$ cat config.mk
export PLATFORM = sky130hd
export DESIGN_NAME = size_sorted_free_record_list_flat
export DESIGN_NICKNAME = d
export VERILOG_FILES = /design/src/hdl/sfrl_pkg.sv /design/src/hdl/sfrl_req_if.sv /design/src/hdl/sfrl_rsp_if.sv /design/src/hdl/size_sorted_free_record_list.sv /design/src/hdl/sfrl_ram.sv /design/src/hdl/sfrl_ctrl.sv /design/src/hdl/sfrl_dpath.sv /design/src/flat_wrapper.sv
export VERILOG_INCLUDE_DIRS = /design/src /design/src/hdl
export SDC_FILE = /design/constraint.sdc
export NUM_CORES = 2
export LEC_CHECK = 0
export CAP_MARGIN = 30
export CORE_ASPECT_RATIO = 2
export CORE_MARGIN = 2
export CORE_UTILIZATION = 63
export DETAILED_ROUTE_END_ITERATION = 10
export DONT_BUFFER_PORTS = 1
export GPL_TIMING_DRIVEN = 0
export PLACE_DENSITY = 0.79
export SYNTH_ARGS = -nofsm -noshare
export SYNTH_HDL_FRONTEND = slang
export SYNTH_SLANG_ARGS = --single-unit
$ cat constraint.sdc
create_clock -name clk -period 9.92 [get_ports clk]
set_input_delay 0.992 -clock clk [delete_from_list [all_inputs] [get_ports clk]]
set_output_delay 0.992 -clock clk [all_outputs]
set_load 0.03 [all_outputs]
$ cat src/hdl/size_sorted_free_record_list_macros.svh
// ----------------------------------------------------------------------------
// Size-sorted free record list assertion macros
// Concurrent assertion shorthands for the free record list; empty for synthesis.
// ----------------------------------------------------------------------------
`ifndef SIZE_SORTED_FREE_RECORD_LIST_MACROS_SVH
`define SIZE_SORTED_FREE_RECORD_LIST_MACROS_SVH

`ifndef SYNTHESIS

`define SFRL_ASSERT_IMP(label, clk, rst_n, ante, cons) \
	label: assert property (@(posedge clk) disable iff (!rst_n) (ante) |-> (cons)) \
		else $error("sfrl: implication check failed");

`define SFRL_ASSERT_NXT(label, clk, rst_n, ante, cons) \
	label: assert property (@(posedge clk) disable iff (!rst_n) (ante) |=> (cons)) \
		else $error("sfrl: next-cycle check failed");

`else

`define SFRL_ASSERT_IMP(label, clk, rst_n, ante, cons)

`define SFRL_ASSERT_NXT(label, clk, rst_n, ante, cons)

`endif

`endif

$ cat src/hdl/sfrl_pkg.sv
`timescale 1ns / 1ps
// ----------------------------------------------------------------------------
// Free record list package
// Field widths, operation and status codes, entry type and control structs.
// ----------------------------------------------------------------------------
package sfrl_pkg;

	localparam int CAPACITY_DEF = 32;

	localparam int FUNC_W  = 2;
	localparam int ID_W    = 31;
	localparam int SIZE_W  = 16;
	localparam int OFF_W   = 32;
	localparam int STAT_W  = 2;
	localparam int CNT_W   = 6;
	localparam int ENTRY_W = ID_W + SIZE_W + OFF_W;

	typedef logic [FUNC_W-1:0] sfrl_func_t;
	typedef logic [STAT_W-1:0] sfrl_status_t;

	localparam sfrl_func_t FUNC_INSERT = 2'd0;
	localparam sfrl_func_t FUNC_PEEK   = 2'd1;
	localparam sfrl_func_t FUNC_REMOVE = 2'd2;

	localparam sfrl_status_t STAT_OK    = 2'd0;
	localparam sfrl_status_t STAT_EMPTY = 2'd1;
	localparam sfrl_status_t STAT_FULL  = 2'd2;

	typedef struct packed {
		logic [ID_W-1:0]   id;
		logic [SIZE_W-1:0] size;
		logic [OFF_W-1:0]  off;
	} sfrl_entry_t;

	typedef enum logic [2:0] {
		S_IDLE,
		S_DECODE,
		S_READ,
		S_SCAN,
		S_HEAD,
		S_FETCH
	} sfrl_state_t;

	typedef struct packed {
		logic         load;
		logic         step;
		logic         wr_shift;
		logic         wr_after;
		logic         wr_head;
		logic         pop;
		logic         out_load;
		logic         out_head;
		sfrl_status_t status;
	} sfrl_cmd_t;

	typedef struct packed {
		sfrl_func_t func;
		logic       empty;
		logic       full;
		logic       k_zero;
		logic       shift;
	} sfrl_stat_t;

endpackage

$ cat src/hdl/sfrl_req_if.sv
`timescale 1ns / 1ps
// ----------------------------------------------------------------------------
// Free record list request channel
// Valid/ready channel carrying one operation and its insert payload.
// ----------------------------------------------------------------------------
interface sfrl_req_if
	import sfrl_pkg::*;
();
	logic               valid;
	logic               ready;
	logic [FUNC_W-1:0]  func;
	logic [ID_W-1:0]    rec_id;
	logic [SIZE_W-1:0]  rec_size;
	logic [OFF_W-1:0]   byte_offset;

	modport source (output valid, func, rec_id, rec_size, byte_offset, input ready);
	modport sink   (input valid, func, rec_id, rec_size, byte_offset, output ready);
endinterface

$ cat src/hdl/sfrl_rsp_if.sv
`timescale 1ns / 1ps
// ----------------------------------------------------------------------------
// Free record list response channel
// Valid/ready channel carrying status, head entry and entry count.
// ----------------------------------------------------------------------------
interface sfrl_rsp_if
	import sfrl_pkg::*;
();
	logic               valid;
	logic               ready;
	logic [STAT_W-1:0]  status;
	logic [ID_W-1:0]    head_id;
	logic [SIZE_W-1:0]  head_size;
	logic [OFF_W-1:0]   head_offset;
	logic [CNT_W-1:0]   entry_count;

	modport source (output valid, status, head_id, head_size, head_offset, entry_count,
		input ready);
	modport sink   (input valid, status, head_id, head_size, head_offset, entry_count,
		output ready);
endinterface

$ cat src/hdl/size_sorted_free_record_list.sv
`timescale 1ns / 1ps
// ----------------------------------------------------------------------------
// Size-sorted free record list
// Bounded worst-fit free record table kept in descending size order.
// ----------------------------------------------------------------------------
// Channel  Role   Handshake     Carries
// req      sink   valid/ready   func, rec_id, rec_size, byte_offset
// rsp      source valid/ready   status, head_id, head_size, head_offset, entry_count
//
// Insert into a non-empty table walks the RAM from the tail toward the head, one
// entry per cycle through the single write / registered read port, then writes
// the new entry. Insert into an empty table writes the head entry directly;
// peek/remove read the head entry; rejected ops respond from decode.
// Reset clears occupancy and the head pointer; the RAM needs no clearing.
// A held response stalls the op at its final step; req is taken only when idle.
// ----------------------------------------------------------------------------
`include "size_sorted_free_record_list_macros.svh"

module size_sorted_free_record_list
	import sfrl_pkg::*;
#(
	parameter int CAPACITY = CAPACITY_DEF
) (
	input logic        clk,
	input logic        arst_n,
	sfrl_req_if.sink   req,
	sfrl_rsp_if.source rsp
);

	sfrl_cmd_t  cmd;
	sfrl_stat_t stat;

	sfrl_ctrl u_ctrl (
		.clk       (clk),
		.arst_n    (arst_n),
		.in_valid  (req.valid),
		.in_ready  (req.ready),
		.out_valid (rsp.valid),
		.out_ready (rsp.ready),
		.stat      (stat),
		.cmd       (cmd)
	);

	sfrl_dpath #(
		.CAPACITY (CAPACITY)
	) u_dpath (
		.clk        (clk),
		.arst_n     (arst_n),
		.cmd        (cmd),
		.stat       (stat),
		.in_func    (req.func),
		.in_id      (req.rec_id),
		.in_size    (req.rec_size),
		.in_off     (req.byte_offset),
		.out_status (rsp.status),
		.out_id     (rsp.head_id),
		.out_size   (rsp.head_size),
		.out_off    (rsp.head_offset),
		.out_count  (rsp.entry_count)
	);

	`SFRL_ASSERT_IMP(a_one_write, clk, arst_n, 1'b1, $onehot0({cmd.wr_shift, cmd.wr_after, cmd.wr_head}))
	`SFRL_ASSERT_IMP(a_pop_nonempty, clk, arst_n, cmd.pop, !stat.empty && cmd.out_load)
	`SFRL_ASSERT_IMP(a_write_not_full, clk, arst_n, cmd.wr_after || cmd.wr_head, !stat.full)
	`SFRL_ASSERT_NXT(a_load_sets_valid, clk, arst_n, cmd.out_load, rsp.valid)

endmodule

$ cat src/hdl/sfrl_ram.sv
`timescale 1ns / 1ps
// ----------------------------------------------------------------------------
// Generic simple dual-port RAM
// One write port, one read port with registered read data.
// ----------------------------------------------------------------------------
module sfrl_ram #(
	parameter int WIDTH = 8,
	parameter int DEPTH = 32,
	localparam int AW = (DEPTH > 1) ? $clog2(DEPTH) : 1
) (
	input  logic             clk,
	input  logic             wr_en,
	input  logic [AW-1:0]    wr_addr,
	input  logic [WIDTH-1:0] wr_data,
	input  logic [AW-1:0]    rd_addr,
	output logic [WIDTH-1:0] rd_data
);

	logic [WIDTH-1:0] mem [DEPTH];

	always_ff @(posedge clk) begin
		if (wr_en) begin
			mem[wr_addr] <= wr_data;
		end
		rd_data <= mem[rd_addr];
	end

endmodule

$ cat src/hdl/sfrl_ctrl.sv
`timescale 1ns / 1ps
// ----------------------------------------------------------------------------
// Free record list controller
// Sequences decode, table walk, writes and the response register handoff.
// ----------------------------------------------------------------------------
module sfrl_ctrl
	import sfrl_pkg::*;
(
	input  logic       clk,
	input  logic       arst_n,
	input  logic       in_valid,
	output logic       in_ready,
	output logic       out_valid,
	input  logic       out_ready,
	input  sfrl_stat_t stat,
	output sfrl_cmd_t  cmd
);

	sfrl_state_t state_q;
	sfrl_state_t state_d;
	logic        out_valid_q;
	logic        out_free;

	assign out_free  = !out_valid_q || out_ready;
	assign in_ready  = (state_q == S_IDLE);
	assign out_valid = out_valid_q;

	always_ff @(posedge clk or negedge arst_n) begin
		if (!arst_n) begin
			state_q     <= S_IDLE;
			out_valid_q <= 1'b0;
		end else begin
			state_q <= state_d;
			if (cmd.out_load) begin
				out_valid_q <= 1'b1;
			end else if (out_ready) begin
				out_valid_q <= 1'b0;
			end
		end
	end

	always_comb begin
		state_d = state_q;
		cmd     = '0;
		cmd.status = STAT_OK;
		unique case (state_q)
			S_IDLE: begin
				if (in_valid) begin
					cmd.load = 1'b1;
					state_d  = S_DECODE;
				end
			end
			S_DECODE: begin
				unique case (stat.func) inside
					FUNC_INSERT: begin
						if (stat.full) begin
							if (out_free) begin
								cmd.out_load = 1'b1;
								cmd.status   = STAT_FULL;
								state_d      = S_IDLE;
							end
						end else if (stat.empty) begin
							state_d = S_HEAD;
						end else begin
							state_d = S_READ;
						end
					end
					FUNC_PEEK, FUNC_REMOVE: begin
						if (stat.empty) begin
							if (out_free) begin
								cmd.out_load = 1'b1;
								cmd.status   = STAT_EMPTY;
								state_d      = S_IDLE;
							end
						end else begin
							state_d = S_READ;
						end
					end
					default: begin
						if (out_free) begin
							cmd.out_load = 1'b1;
							state_d      = S_IDLE;
						end
					end
				endcase
			end
			S_READ: begin
				state_d = (stat.func == FUNC_INSERT) ? S_SCAN : S_FETCH;
			end
			S_SCAN: begin
				if (stat.shift) begin
					cmd.wr_shift = 1'b1;
					if (stat.k_zero) begin
						state_d = S_HEAD;
					end else begin
						cmd.step = 1'b1;
					end
				end else if (out_free) begin
					cmd.wr_after = 1'b1;
					cmd.out_load = 1'b1;
					state_d      = S_IDLE;
				end
			end
			S_HEAD: begin
				if (out_free) begin
					cmd.wr_head  = 1'b1;
					cmd.out_load = 1'b1;
					state_d      = S_IDLE;
				end
			end
			S_FETCH: begin
				if (out_free) begin
					cmd.out_load = 1'b1;
					cmd.out_head = 1'b1;
					cmd.pop      = (stat.func == FUNC_REMOVE);
					state_d      = S_IDLE;
				end
			end
			default: begin
				state_d = S_IDLE;
			end
		endcase
	end

endmodule

$ cat src/hdl/sfrl_dpath.sv
`timescale 1ns / 1ps
// ----------------------------------------------------------------------------
// Free record list datapath
// Circular entry table, head pointer, occupancy, walk index and response register.
// ----------------------------------------------------------------------------
module sfrl_dpath
	import sfrl_pkg::*;
#(
	parameter int CAPACITY = CAPACITY_DEF
) (
	input  logic               clk,
	input  logic               arst_n,
	input  sfrl_cmd_t          cmd,
	output sfrl_stat_t         stat,
	input  logic [FUNC_W-1:0]  in_func,
	input  logic [ID_W-1:0]    in_id,
	input  logic [SIZE_W-1:0]  in_size,
	input  logic [OFF_W-1:0]   in_off,
	output logic [STAT_W-1:0]  out_status,
	output logic [ID_W-1:0]    out_id,
	output logic [SIZE_W-1:0]  out_size,
	output logic [OFF_W-1:0]   out_off,
	output logic [CNT_W-1:0]   out_count
);

	localparam int PW = $clog2(CAPACITY);
	localparam int OW = $clog2(CAPACITY + 1);
	localparam logic [PW:0]   CAP_X  = (PW + 1)'(CAPACITY);
	localparam logic [PW-1:0] LAST_P = PW'(CAPACITY - 1);
	localparam logic [OW-1:0] CAP_O  = OW'(CAPACITY);

	sfrl_func_t        func_q;
	sfrl_entry_t       new_q;
	logic [PW-1:0]     head_q;
	logic [OW-1:0]     occ_q;
	logic [OW-1:0]     occ_nxt;
	logic [PW-1:0]     k_q;
	logic [PW-1:0]     rd_idx;
	logic [PW-1:0]     wr_idx;
	logic [PW:0]       rd_sum;
	logic [PW:0]       wr_sum;
	logic [PW-1:0]     rd_addr;
	logic [PW-1:0]     wr_addr;
	logic              wr_en;
	logic              wr_new;
	sfrl_entry_t       wr_data;
	logic [ENTRY_W-1:0] rd_raw;
	sfrl_entry_t       rd_ent;
	sfrl_status_t      res_status_q;
	sfrl_entry_t       res_q;
	logic [CNT_W-1:0]  res_count_q;

	assign rd_ent = sfrl_entry_t'(rd_raw);

	assign rd_idx  = cmd.step ? (k_q - 1'b1) : k_q;
	assign wr_idx  = cmd.wr_head ? '0 : (k_q + 1'b1);
	assign rd_sum  = {1'b0, head_q} + {1'b0, rd_idx};
	assign wr_sum  = {1'b0, head_q} + {1'b0, wr_idx};
	assign rd_addr = (rd_sum >= CAP_X) ? PW'(rd_sum - CAP_X) : PW'(rd_sum);
	assign wr_addr = (wr_sum >= CAP_X) ? PW'(wr_sum - CAP_X) : PW'(wr_sum);

	assign wr_new  = cmd.wr_after || cmd.wr_head;
	assign wr_en   = wr_new || cmd.wr_shift;
	assign wr_data = cmd.wr_shift ? rd_ent : new_q;

	always_comb begin
		occ_nxt = occ_q;
		if (wr_new) begin
			occ_nxt = occ_q + 1'b1;
		end else if (cmd.pop) begin
			occ_nxt = occ_q - 1'b1;
		end
	end

	assign stat.func   = func_q;
	assign stat.empty  = (occ_q == '0);
	assign stat.full   = (occ_q == CAP_O);
	assign stat.k_zero = (k_q == '0);
	assign stat.shift  = (k_q != '0) ? (rd_ent.size <= new_q.size)
		: (rd_ent.size < new_q.size);

	sfrl_ram #(
		.WIDTH (ENTRY_W),
		.DEPTH (CAPACITY)
	) u_ram (
		.clk     (clk),
		.wr_en   (wr_en),
		.wr_addr (wr_addr),
		.wr_data (wr_data),
		.rd_addr (rd_addr),
		.rd_data (rd_raw)
	);

	always_ff @(posedge clk or negedge arst_n) begin
		if (!arst_n) begin
			head_q <= '0;
			occ_q  <= '0;
			func_q <= FUNC_PEEK;
			k_q    <= '0;
		end else begin
			occ_q <= occ_nxt;
			if (cmd.pop) begin
				head_q <= (head_q == LAST_P) ? '0 : (head_q + 1'b1);
			end
			if (cmd.load) begin
				func_q <= in_func;
				k_q    <= (in_func == FUNC_INSERT) ? PW'(occ_q - 1'b1) : '0;
			end else if (cmd.step) begin
				k_q <= k_q - 1'b1;
			end
		end
	end

	always_ff @(posedge clk) begin
		if (cmd.load) begin
			new_q.id   <= in_id;
			new_q.size <= in_size;
			new_q.off  <= in_off;
		end
		if (cmd.out_load) begin
			res_status_q <= cmd.status;
			res_q        <= cmd.out_head ? rd_ent : '0;
			res_count_q  <= CNT_W'(occ_nxt);
		end
	end

	assign out_status = res_status_q;
	assign out_id     = res_q.id;
	assign out_size   = res_q.size;
	assign out_off    = res_q.off;
	assign out_count  = res_count_q;

endmodule
$ cat src/flat_wrapper.sv
// flat-port wrapper written by rule: the top's interface ports become plain ports
module size_sorted_free_record_list_flat import sfrl_pkg::*;
#(
	parameter int CAPACITY = CAPACITY_DEF
)
  (clk, arst_n, req_valid, req_func, req_rec_id, req_rec_size, req_byte_offset, req_ready, rsp_valid, rsp_status, rsp_head_id, rsp_head_size, rsp_head_offset, rsp_entry_count, rsp_ready);
  sfrl_req_if req_i ();
  sfrl_rsp_if rsp_i ();
  input logic clk;
  input logic arst_n;
  input wire logic [$bits(req_i.valid)-1:0] req_valid;
  input wire logic [$bits(req_i.func)-1:0] req_func;
  input wire logic [$bits(req_i.rec_id)-1:0] req_rec_id;
  input wire logic [$bits(req_i.rec_size)-1:0] req_rec_size;
  input wire logic [$bits(req_i.byte_offset)-1:0] req_byte_offset;
  output wire logic [$bits(req_i.ready)-1:0] req_ready;
  output wire logic [$bits(rsp_i.valid)-1:0] rsp_valid;
  output wire logic [$bits(rsp_i.status)-1:0] rsp_status;
  output wire logic [$bits(rsp_i.head_id)-1:0] rsp_head_id;
  output wire logic [$bits(rsp_i.head_size)-1:0] rsp_head_size;
  output wire logic [$bits(rsp_i.head_offset)-1:0] rsp_head_offset;
  output wire logic [$bits(rsp_i.entry_count)-1:0] rsp_entry_count;
  input wire logic [$bits(rsp_i.ready)-1:0] rsp_ready;
  assign req_i.valid = req_valid;
  assign req_i.func = req_func;
  assign req_i.rec_id = req_rec_id;
  assign req_i.rec_size = req_rec_size;
  assign req_i.byte_offset = req_byte_offset;
  assign req_ready = req_i.ready;
  assign rsp_valid = rsp_i.valid;
  assign rsp_status = rsp_i.status;
  assign rsp_head_id = rsp_i.head_id;
  assign rsp_head_size = rsp_i.head_size;
  assign rsp_head_offset = rsp_i.head_offset;
  assign rsp_entry_count = rsp_i.entry_count;
  assign rsp_i.ready = rsp_ready;
  size_sorted_free_record_list #(.CAPACITY(CAPACITY)) u_core (.clk(clk), .arst_n(arst_n), .req(req_i), .rsp(rsp_i));
endmodule
; Word-level counts from Yosys, hierarchy flattened
; Memories as Yosys holds them, arrays and structs flattened. A register that Yosys moved wholly into a read port is not among the register bits.
; Index checks and enable logic that the tools add are counted.
[op_classes]
n_lt_le_gt_ge = 4
add_sub_neg = 9
n_reduce_logical = 14
eq_ne = 11
mux = 45
[ops]
columns = cell, count
row1 = $mux 79, 1
row2 = $mux 5, 7
row3 = $mux 3, 10
row4 = $mux 1, 17
row5 = $le 16x16->1, 1
row6 = $lt 16x16->1, 1
row7 = $pmux 3 s5, 1
row8 = $sub 5x1->5 const B, 3
row9 = $add 5x5->6, 2
row10 = $ge 6x6->1 const B, 2
row11 = $mux 6, 2
row12 = $add 5x1->5 const B, 2
row13 = $add 6x1->6 const B, 1
row14 = $eq 3x2->1 const B, 2
row15 = $eq 3x3->1 const B, 2
row16 = $eq 6x6->1 const B, 1
row17 = $logic_not 6->1, 1
row18 = $mux 2, 3
row19 = $pmux 3 s2, 1
row20 = $sub 6x1->6 const B, 1
row21 = $eq 5x5->1 const B, 1
row22 = $logic_not 5->1, 1
row23 = $reduce_bool 5->1, 1
row24 = $logic_not 2->1, 2
row25 = 14 further kinds, 17
[totals]
ramBits = 2528
elab_cells = 98
n_memories = 1
ff_bits = 188
input_bits = 85
out_inout_bits = 89
[mem_list]
columns = memory, words, word_bits, read_ports, rd_clocked_by_memory_dff, write_ports, line_no
row1 = u_core.u_dpath.u_ram.mem, 32, 79, 1, 1, 1, sfrl_ram.sv:19  ; logic [WIDTH-1:0] mem [DEPTH];

; Depth between registers and ports, before layout
[depth]
ltp_word = 9
depth_mapped = 17
mapped_depth_nobuf = 15

; Modules after synthesis
; From an unflattened synthesis, not the netlist that was laid out.
[unflattened]
cells_unflattened = 5250
area_unflattened_um2 = 106298.2
[by_module_without_submodules]
columns = mod, cells_each, n_inst, seq_area_each_um2, area_per_inst_um2
row1 = sfrl_ram, 4635, 1, 77494.3, 97658.7
row2 = sfrl_dpath, 552, 1, 5436.5, 8185.4
row3 = sfrl_ctrl, 63, 1, 100.1, 454.2

; Worst setup path after synthesis
; Ideal clock, no wire load.
[synth_timing]
kind = flip-flop to flip-flop
startpoint = reg u_core.u_dpath.occ_q[0]
endpoint = reg u_core.u_dpath.res_count_q[0], in the netlist u_core.u_dpath.out_count[0], enable pin
path_stages_with_launch = 8
slack_ns = 1.754
arrival_ns = 7.513
n_path_buf = 0
cell_sequence = dfrtp_1 inv_1 ha_1 nor3b_1 nand2b_1 a21oi_1 o21ai_0 o21ai_0
[synth_rtl]
columns = element, line_no
row1 = start: declaration, sfrl_dpath.sv:35  ; logic [OW-1:0] occ_q;
row2 = start signal: assignment, sfrl_dpath.sv:101  ; occ_q <= occ_nxt;
row3 = end signal: assignment, sfrl_dpath.sv:123  ; res_count_q <= CNT_W'(occ_nxt);
row4 = end: declaration, sfrl_dpath.sv:51  ; logic [CNT_W-1:0] res_count_q;

; Worst setup path after layout
[layout_timing]
startpoint = reg u_core.u_dpath.new_q[47] (netlist bit)
endpoint = reg u_core.u_dpath.u_ram.rd_data[48], read port of u_core.u_dpath.u_ram.mem
[layout_via]
elab_chain_len = 8
[layout_lines]
columns = element, line_no
row1 = start: declaration, sfrl_dpath.sv:33  ; sfrl_entry_t new_q;
row2 = $lt 16x16->1 / $le 16x16->1 (equally long branches), "sfrl_dpath.sv:80, sfrl_dpath.sv:79"
row3 = $mux 1 (*), sfrl_dpath.sv:79  ; assign stat.shift = (k_q != '0) ? (rd_ent.size <= new_q.size)
row4 = $mux 2 (*), sfrl_ctrl.sv:91  ; if (stat.shift) begin
row5 = $mux 3 (*), sfrl_ctrl.sv:46  ; unique case (state_q)
row6 = $mux 5 (*), --
row7 = $add 5x5->6 (*), sfrl_dpath.sv:57  ; assign rd_sum = {1'b0, head_q} + {1'b0, rd_idx};
row8 = $sub 5x1->5 / $ge 6x6->1 (equally long branches), sfrl_dpath.sv:59  ; assign rd_addr = (rd_sum >= CAP_X) ? PW'(rd_sum - CAP_X) : PW'(rd_sum);
row9 = $mux 5 (*), sfrl_dpath.sv:59
row10 = end: declaration, sfrl_ram.sv:16  ; output logic [WIDTH-1:0] rd_data
; Mark *: on every way between the ends. The rest lies on a longest branch, timed or not.
; A chain may end at the register's enable or synchronous reset.

==> metrics.yaml <==
dp.cells: 6636
via_count: 52799
tightest_slew_ps: 1270
netlist_top_cells_area: "edfxtp_1 (76%), mux4_2 (17%), dfxtp_1 (1.5%)"
routedWlPerCell_um: 42.5
syn_avg_cell_area_sq_um: 24.5
grt_pass1_vias: 53627
io_buffers: 0
fin_nets: 4868
r2r_slack_ps: 2520
drtIter0Drc: 9116
syn_nets: 4429
multiInputGateArea_sq_mm: 0.0221
timing.fmax_mhz: 135
path_clk_slew_ps: 70
hp-class: "in -> reg"
yosys_warnings: 0
core_sq_mm: 0.167
synth_edf_count: 2694
antenna_found_initial: 14
slew_headroom_pct: 15.3
yosysTopAreaCell: "edfxtp_1"
ios: 174
grt_pass1_wl_mm: 414
root_buffer: "clkbuf_16"
place_congestion: 0.826
synth-seq-cells: 2795
overflow: 0
reg2reg_depth: 16
syn_inst: 4309
fillers: 8425
cap_viol_max_count: 0
grt_max_degree: 45
final_util_pct: 72.2
post-place-ws_ps: 2690
clock_sinks: 2795
dr.pass1.iters: 6
status: "finished, final reports clean"
async_flop_share_pct: 0.787
synth-main-ff-cell: "edfxtp_1"
path_class: "reg -> reg"
cp-end-kind: "register"
p_leak_nw: 37.5
whs_path_depth: 0
placed_cell_area_sq_mm: 0.112
route.detailed.drc: 0
drv_slew: 0
finalCriticalPeriod_ps: 7400
setup_viol: 0
start_util_pct: 63.4
place_hpwl_mm: 176
die_x_um: 294
synth_top_area_share_pct: 76.5
crit_arrival_ps: 8140
cp_max_fo: 12
cp.required_ps: 10660
cts_buffers: 230
htree_levels: 4
drive_gt1_share_pct: 32.9
fp.dieH_um: 583
worstSkewPairLatency_ps: 890
min_to: "u_core.u_dpath.new_q[35]"
seq_area_frac_synth_pct: 78.5
instances_no_fill: 7093
row_count: 212
reg2reg_to: "u_core.u_dpath.u_ram.rd_data[48]"
synth.most_common_cell: "edfxtp_1"
post-route-period-util_pct: 74.6
timing.final.ws_setup_ps: 2520
cts_tree: "built"
viasPerCell: 7.44
drt-total-wl_mm: 302
synthesis.area_sq_mm: 0.106
fin_area_sq_mm: 0.120
synth_cell_types: 56
regToRegStartpoint: "u_core.u_dpath.new_q[47]"
grt_use_total_pct: 35.5
seq_area_sq_mm: 0.0830
drt.antenna.violating_nets: 0
cts_buffer_depth: 4
hold_violations: 0
min_from: "req_rec_size[3]"
powerDensity_mw_per_mm2: 344
synthTopCellsByCount: "edfxtp_1 (2,694), mux4_2 (790), mux2_2 (137), clkbuf_1 (132), and2_1 (80)"
dieArea_sq_mm: 0.171
ir_drop_mv: 0.294
area_delta_synth_final_pct: 13.8
rsz0062_at_grt: "false"
start_kind: "register"
fin_skew_ps: 56.3
[report_power, final]
group / switching (W) / internal [W]
Clock: 0.00432 / 0.00528
Sequential: 0.000681 / 0.0146
Combinational: 0.00919 / 0.00730
[through the flow]
| step | hold slack, ps | setup TNS (ps) | total power (W) |
|---|---|---|---|
| 2_1_floorplan | 500 | 0 | 0.0255 |
| 3_3_place_gp | 514 | -6417150 | 0.0302 |
| 3_5_place_dp | 511 | 0 | 0.0311 |
| 4_1_cts | 176 | 0 | 0.0410 |
| 5_1_grt | 193 | 0 | 0.0421 |
| 6_report | 199 | 0 | 0.0414 |
[worst max path at each step]
stage	start	end	slack, ps	cells past startpoint
2_1_floorplan	u_core.u_dpath.occ_q[0]	u_core.u_dpath.out_count[0]	1750	7
3_3_place_gp	u_core.u_dpath.new_q[47]	u_core.u_dpath.u_ram.mem[2][69]	-3310	10
3_5_place_dp	u_core.u_dpath.new_q[47]	u_core.u_dpath.u_ram.rd_data[48]	2690	16
4_1_cts	u_core.u_dpath.new_q[47]	u_core.u_dpath.u_ram.rd_data[48]	2590	16
5_1_grt	u_core.u_dpath.new_q[47]	u_core.u_dpath.u_ram.rd_data[78]	2460	17
6_report	u_core.u_dpath.new_q[47]	u_core.u_dpath.u_ram.rd_data[48]	2520	16
[logic make-up (layout without fill, tap and decap cells)]
family,Yosys count,count (layout),share of synthesized area (%)
AO/OA/AOI/OAI,75,75,0.452
XOR/XNOR,24,24,0.216
adder cells (fa/ha/maj),35,35,0.428
buffers and inverters,228,860,0.903
flip-flops,2795,2795,78.5
multiplexers,939,939,18.4
other,0,12,0
AND/OR/NAND/NOR,213,213,1.06
[sequential cells by signal (all words and copies together), names as in the netlist, 3 cells and up]
signal and flops:
u_core.u_dpath.u_ram.mem 2528, u_core.u_dpath.new_q 79, u_core.u_dpath.k_q 5, u_core.u_dpath.out_size 16, u_core.u_dpath.u_ram.rd_data 79, u_core.u_dpath.occ_q 6
u_core.u_ctrl.state_q 3, u_core.u_dpath.out_off 32, u_core.u_dpath.out_id 31, u_core.u_dpath.out_count 6, u_core.u_dpath.head_q 5
[metal layers]
layer	vias up	track usage (%)	wire length [um]
li1	19286	-	-
met1	27295	42.4	91000
met2	5084	58.9	155000
met3	1130	7.85	33700
met4	4	22.5	22300
met5	-	0	23
[cell usage in the layout, fill, tap and decap left out, types with 15 or more instances in the layout]
cell type,synthesis,final
buf_2,64,65
nor2_4,0,32
dfxtp_1,79,79
clkbuf_1,132,166
edfxtp_1,2694,2694
mux2_2,137,137
nor2_1,51,19
bufinv_16,0,33
and2_1,80,80
dfrtp_1,21,21
buf_16,0,16
clkinv_1,0,31
clkbuf_16,0,231
nand2_1,41,41
clkinv_2,0,43
ha_1,33,33
clkbuf_8,0,15
buf_8,0,62
inv_1,23,22
xnor2_1,18,18
a21oi_1,15,15
o21ai_2,0,15
buf_12,0,115
mux4_2,790,790
[area by class of cell]
cell class                      count  share of cell area, %
Antenna cell                       12                 0.0249
Buffer                            205                  0.726
Clock buffer                      285                   5.09
Clock inverter                    140                   1.38
Inverter                           23                 0.0738
Multi-Input combinational cell   1286                   18.4
Sequential cell                  2795                   69.0
Tap cell                         2140                   2.22
Timing Repair Buffer              207                   3.16
[worst max-delay path, stage by stage (launching register included)]
cell,delay (ps)
edfxtp_1,340
inv_1,70
ha_1,330
nand4_1,300
nor4_1,780
nand2_1,160
o31ai_1,270
nand2_1,230
xnor2_1,230
ha_1,240
fa_1,610
clkbuf_2,740
clkbuf_2,780
clkbuf_1,760
mux4_2,440
mux4_2,620
mux2_2,350
[timing repair]
action | 4_1_cts | 5_1_grt
hold buffers | 1 | 0
endpoints found under the hold margin | 22 | 0
gates resized for setup | 0 | 0
setup buffers | 0 | 0
No activity file was read; power rests on OpenSTA's default activity.
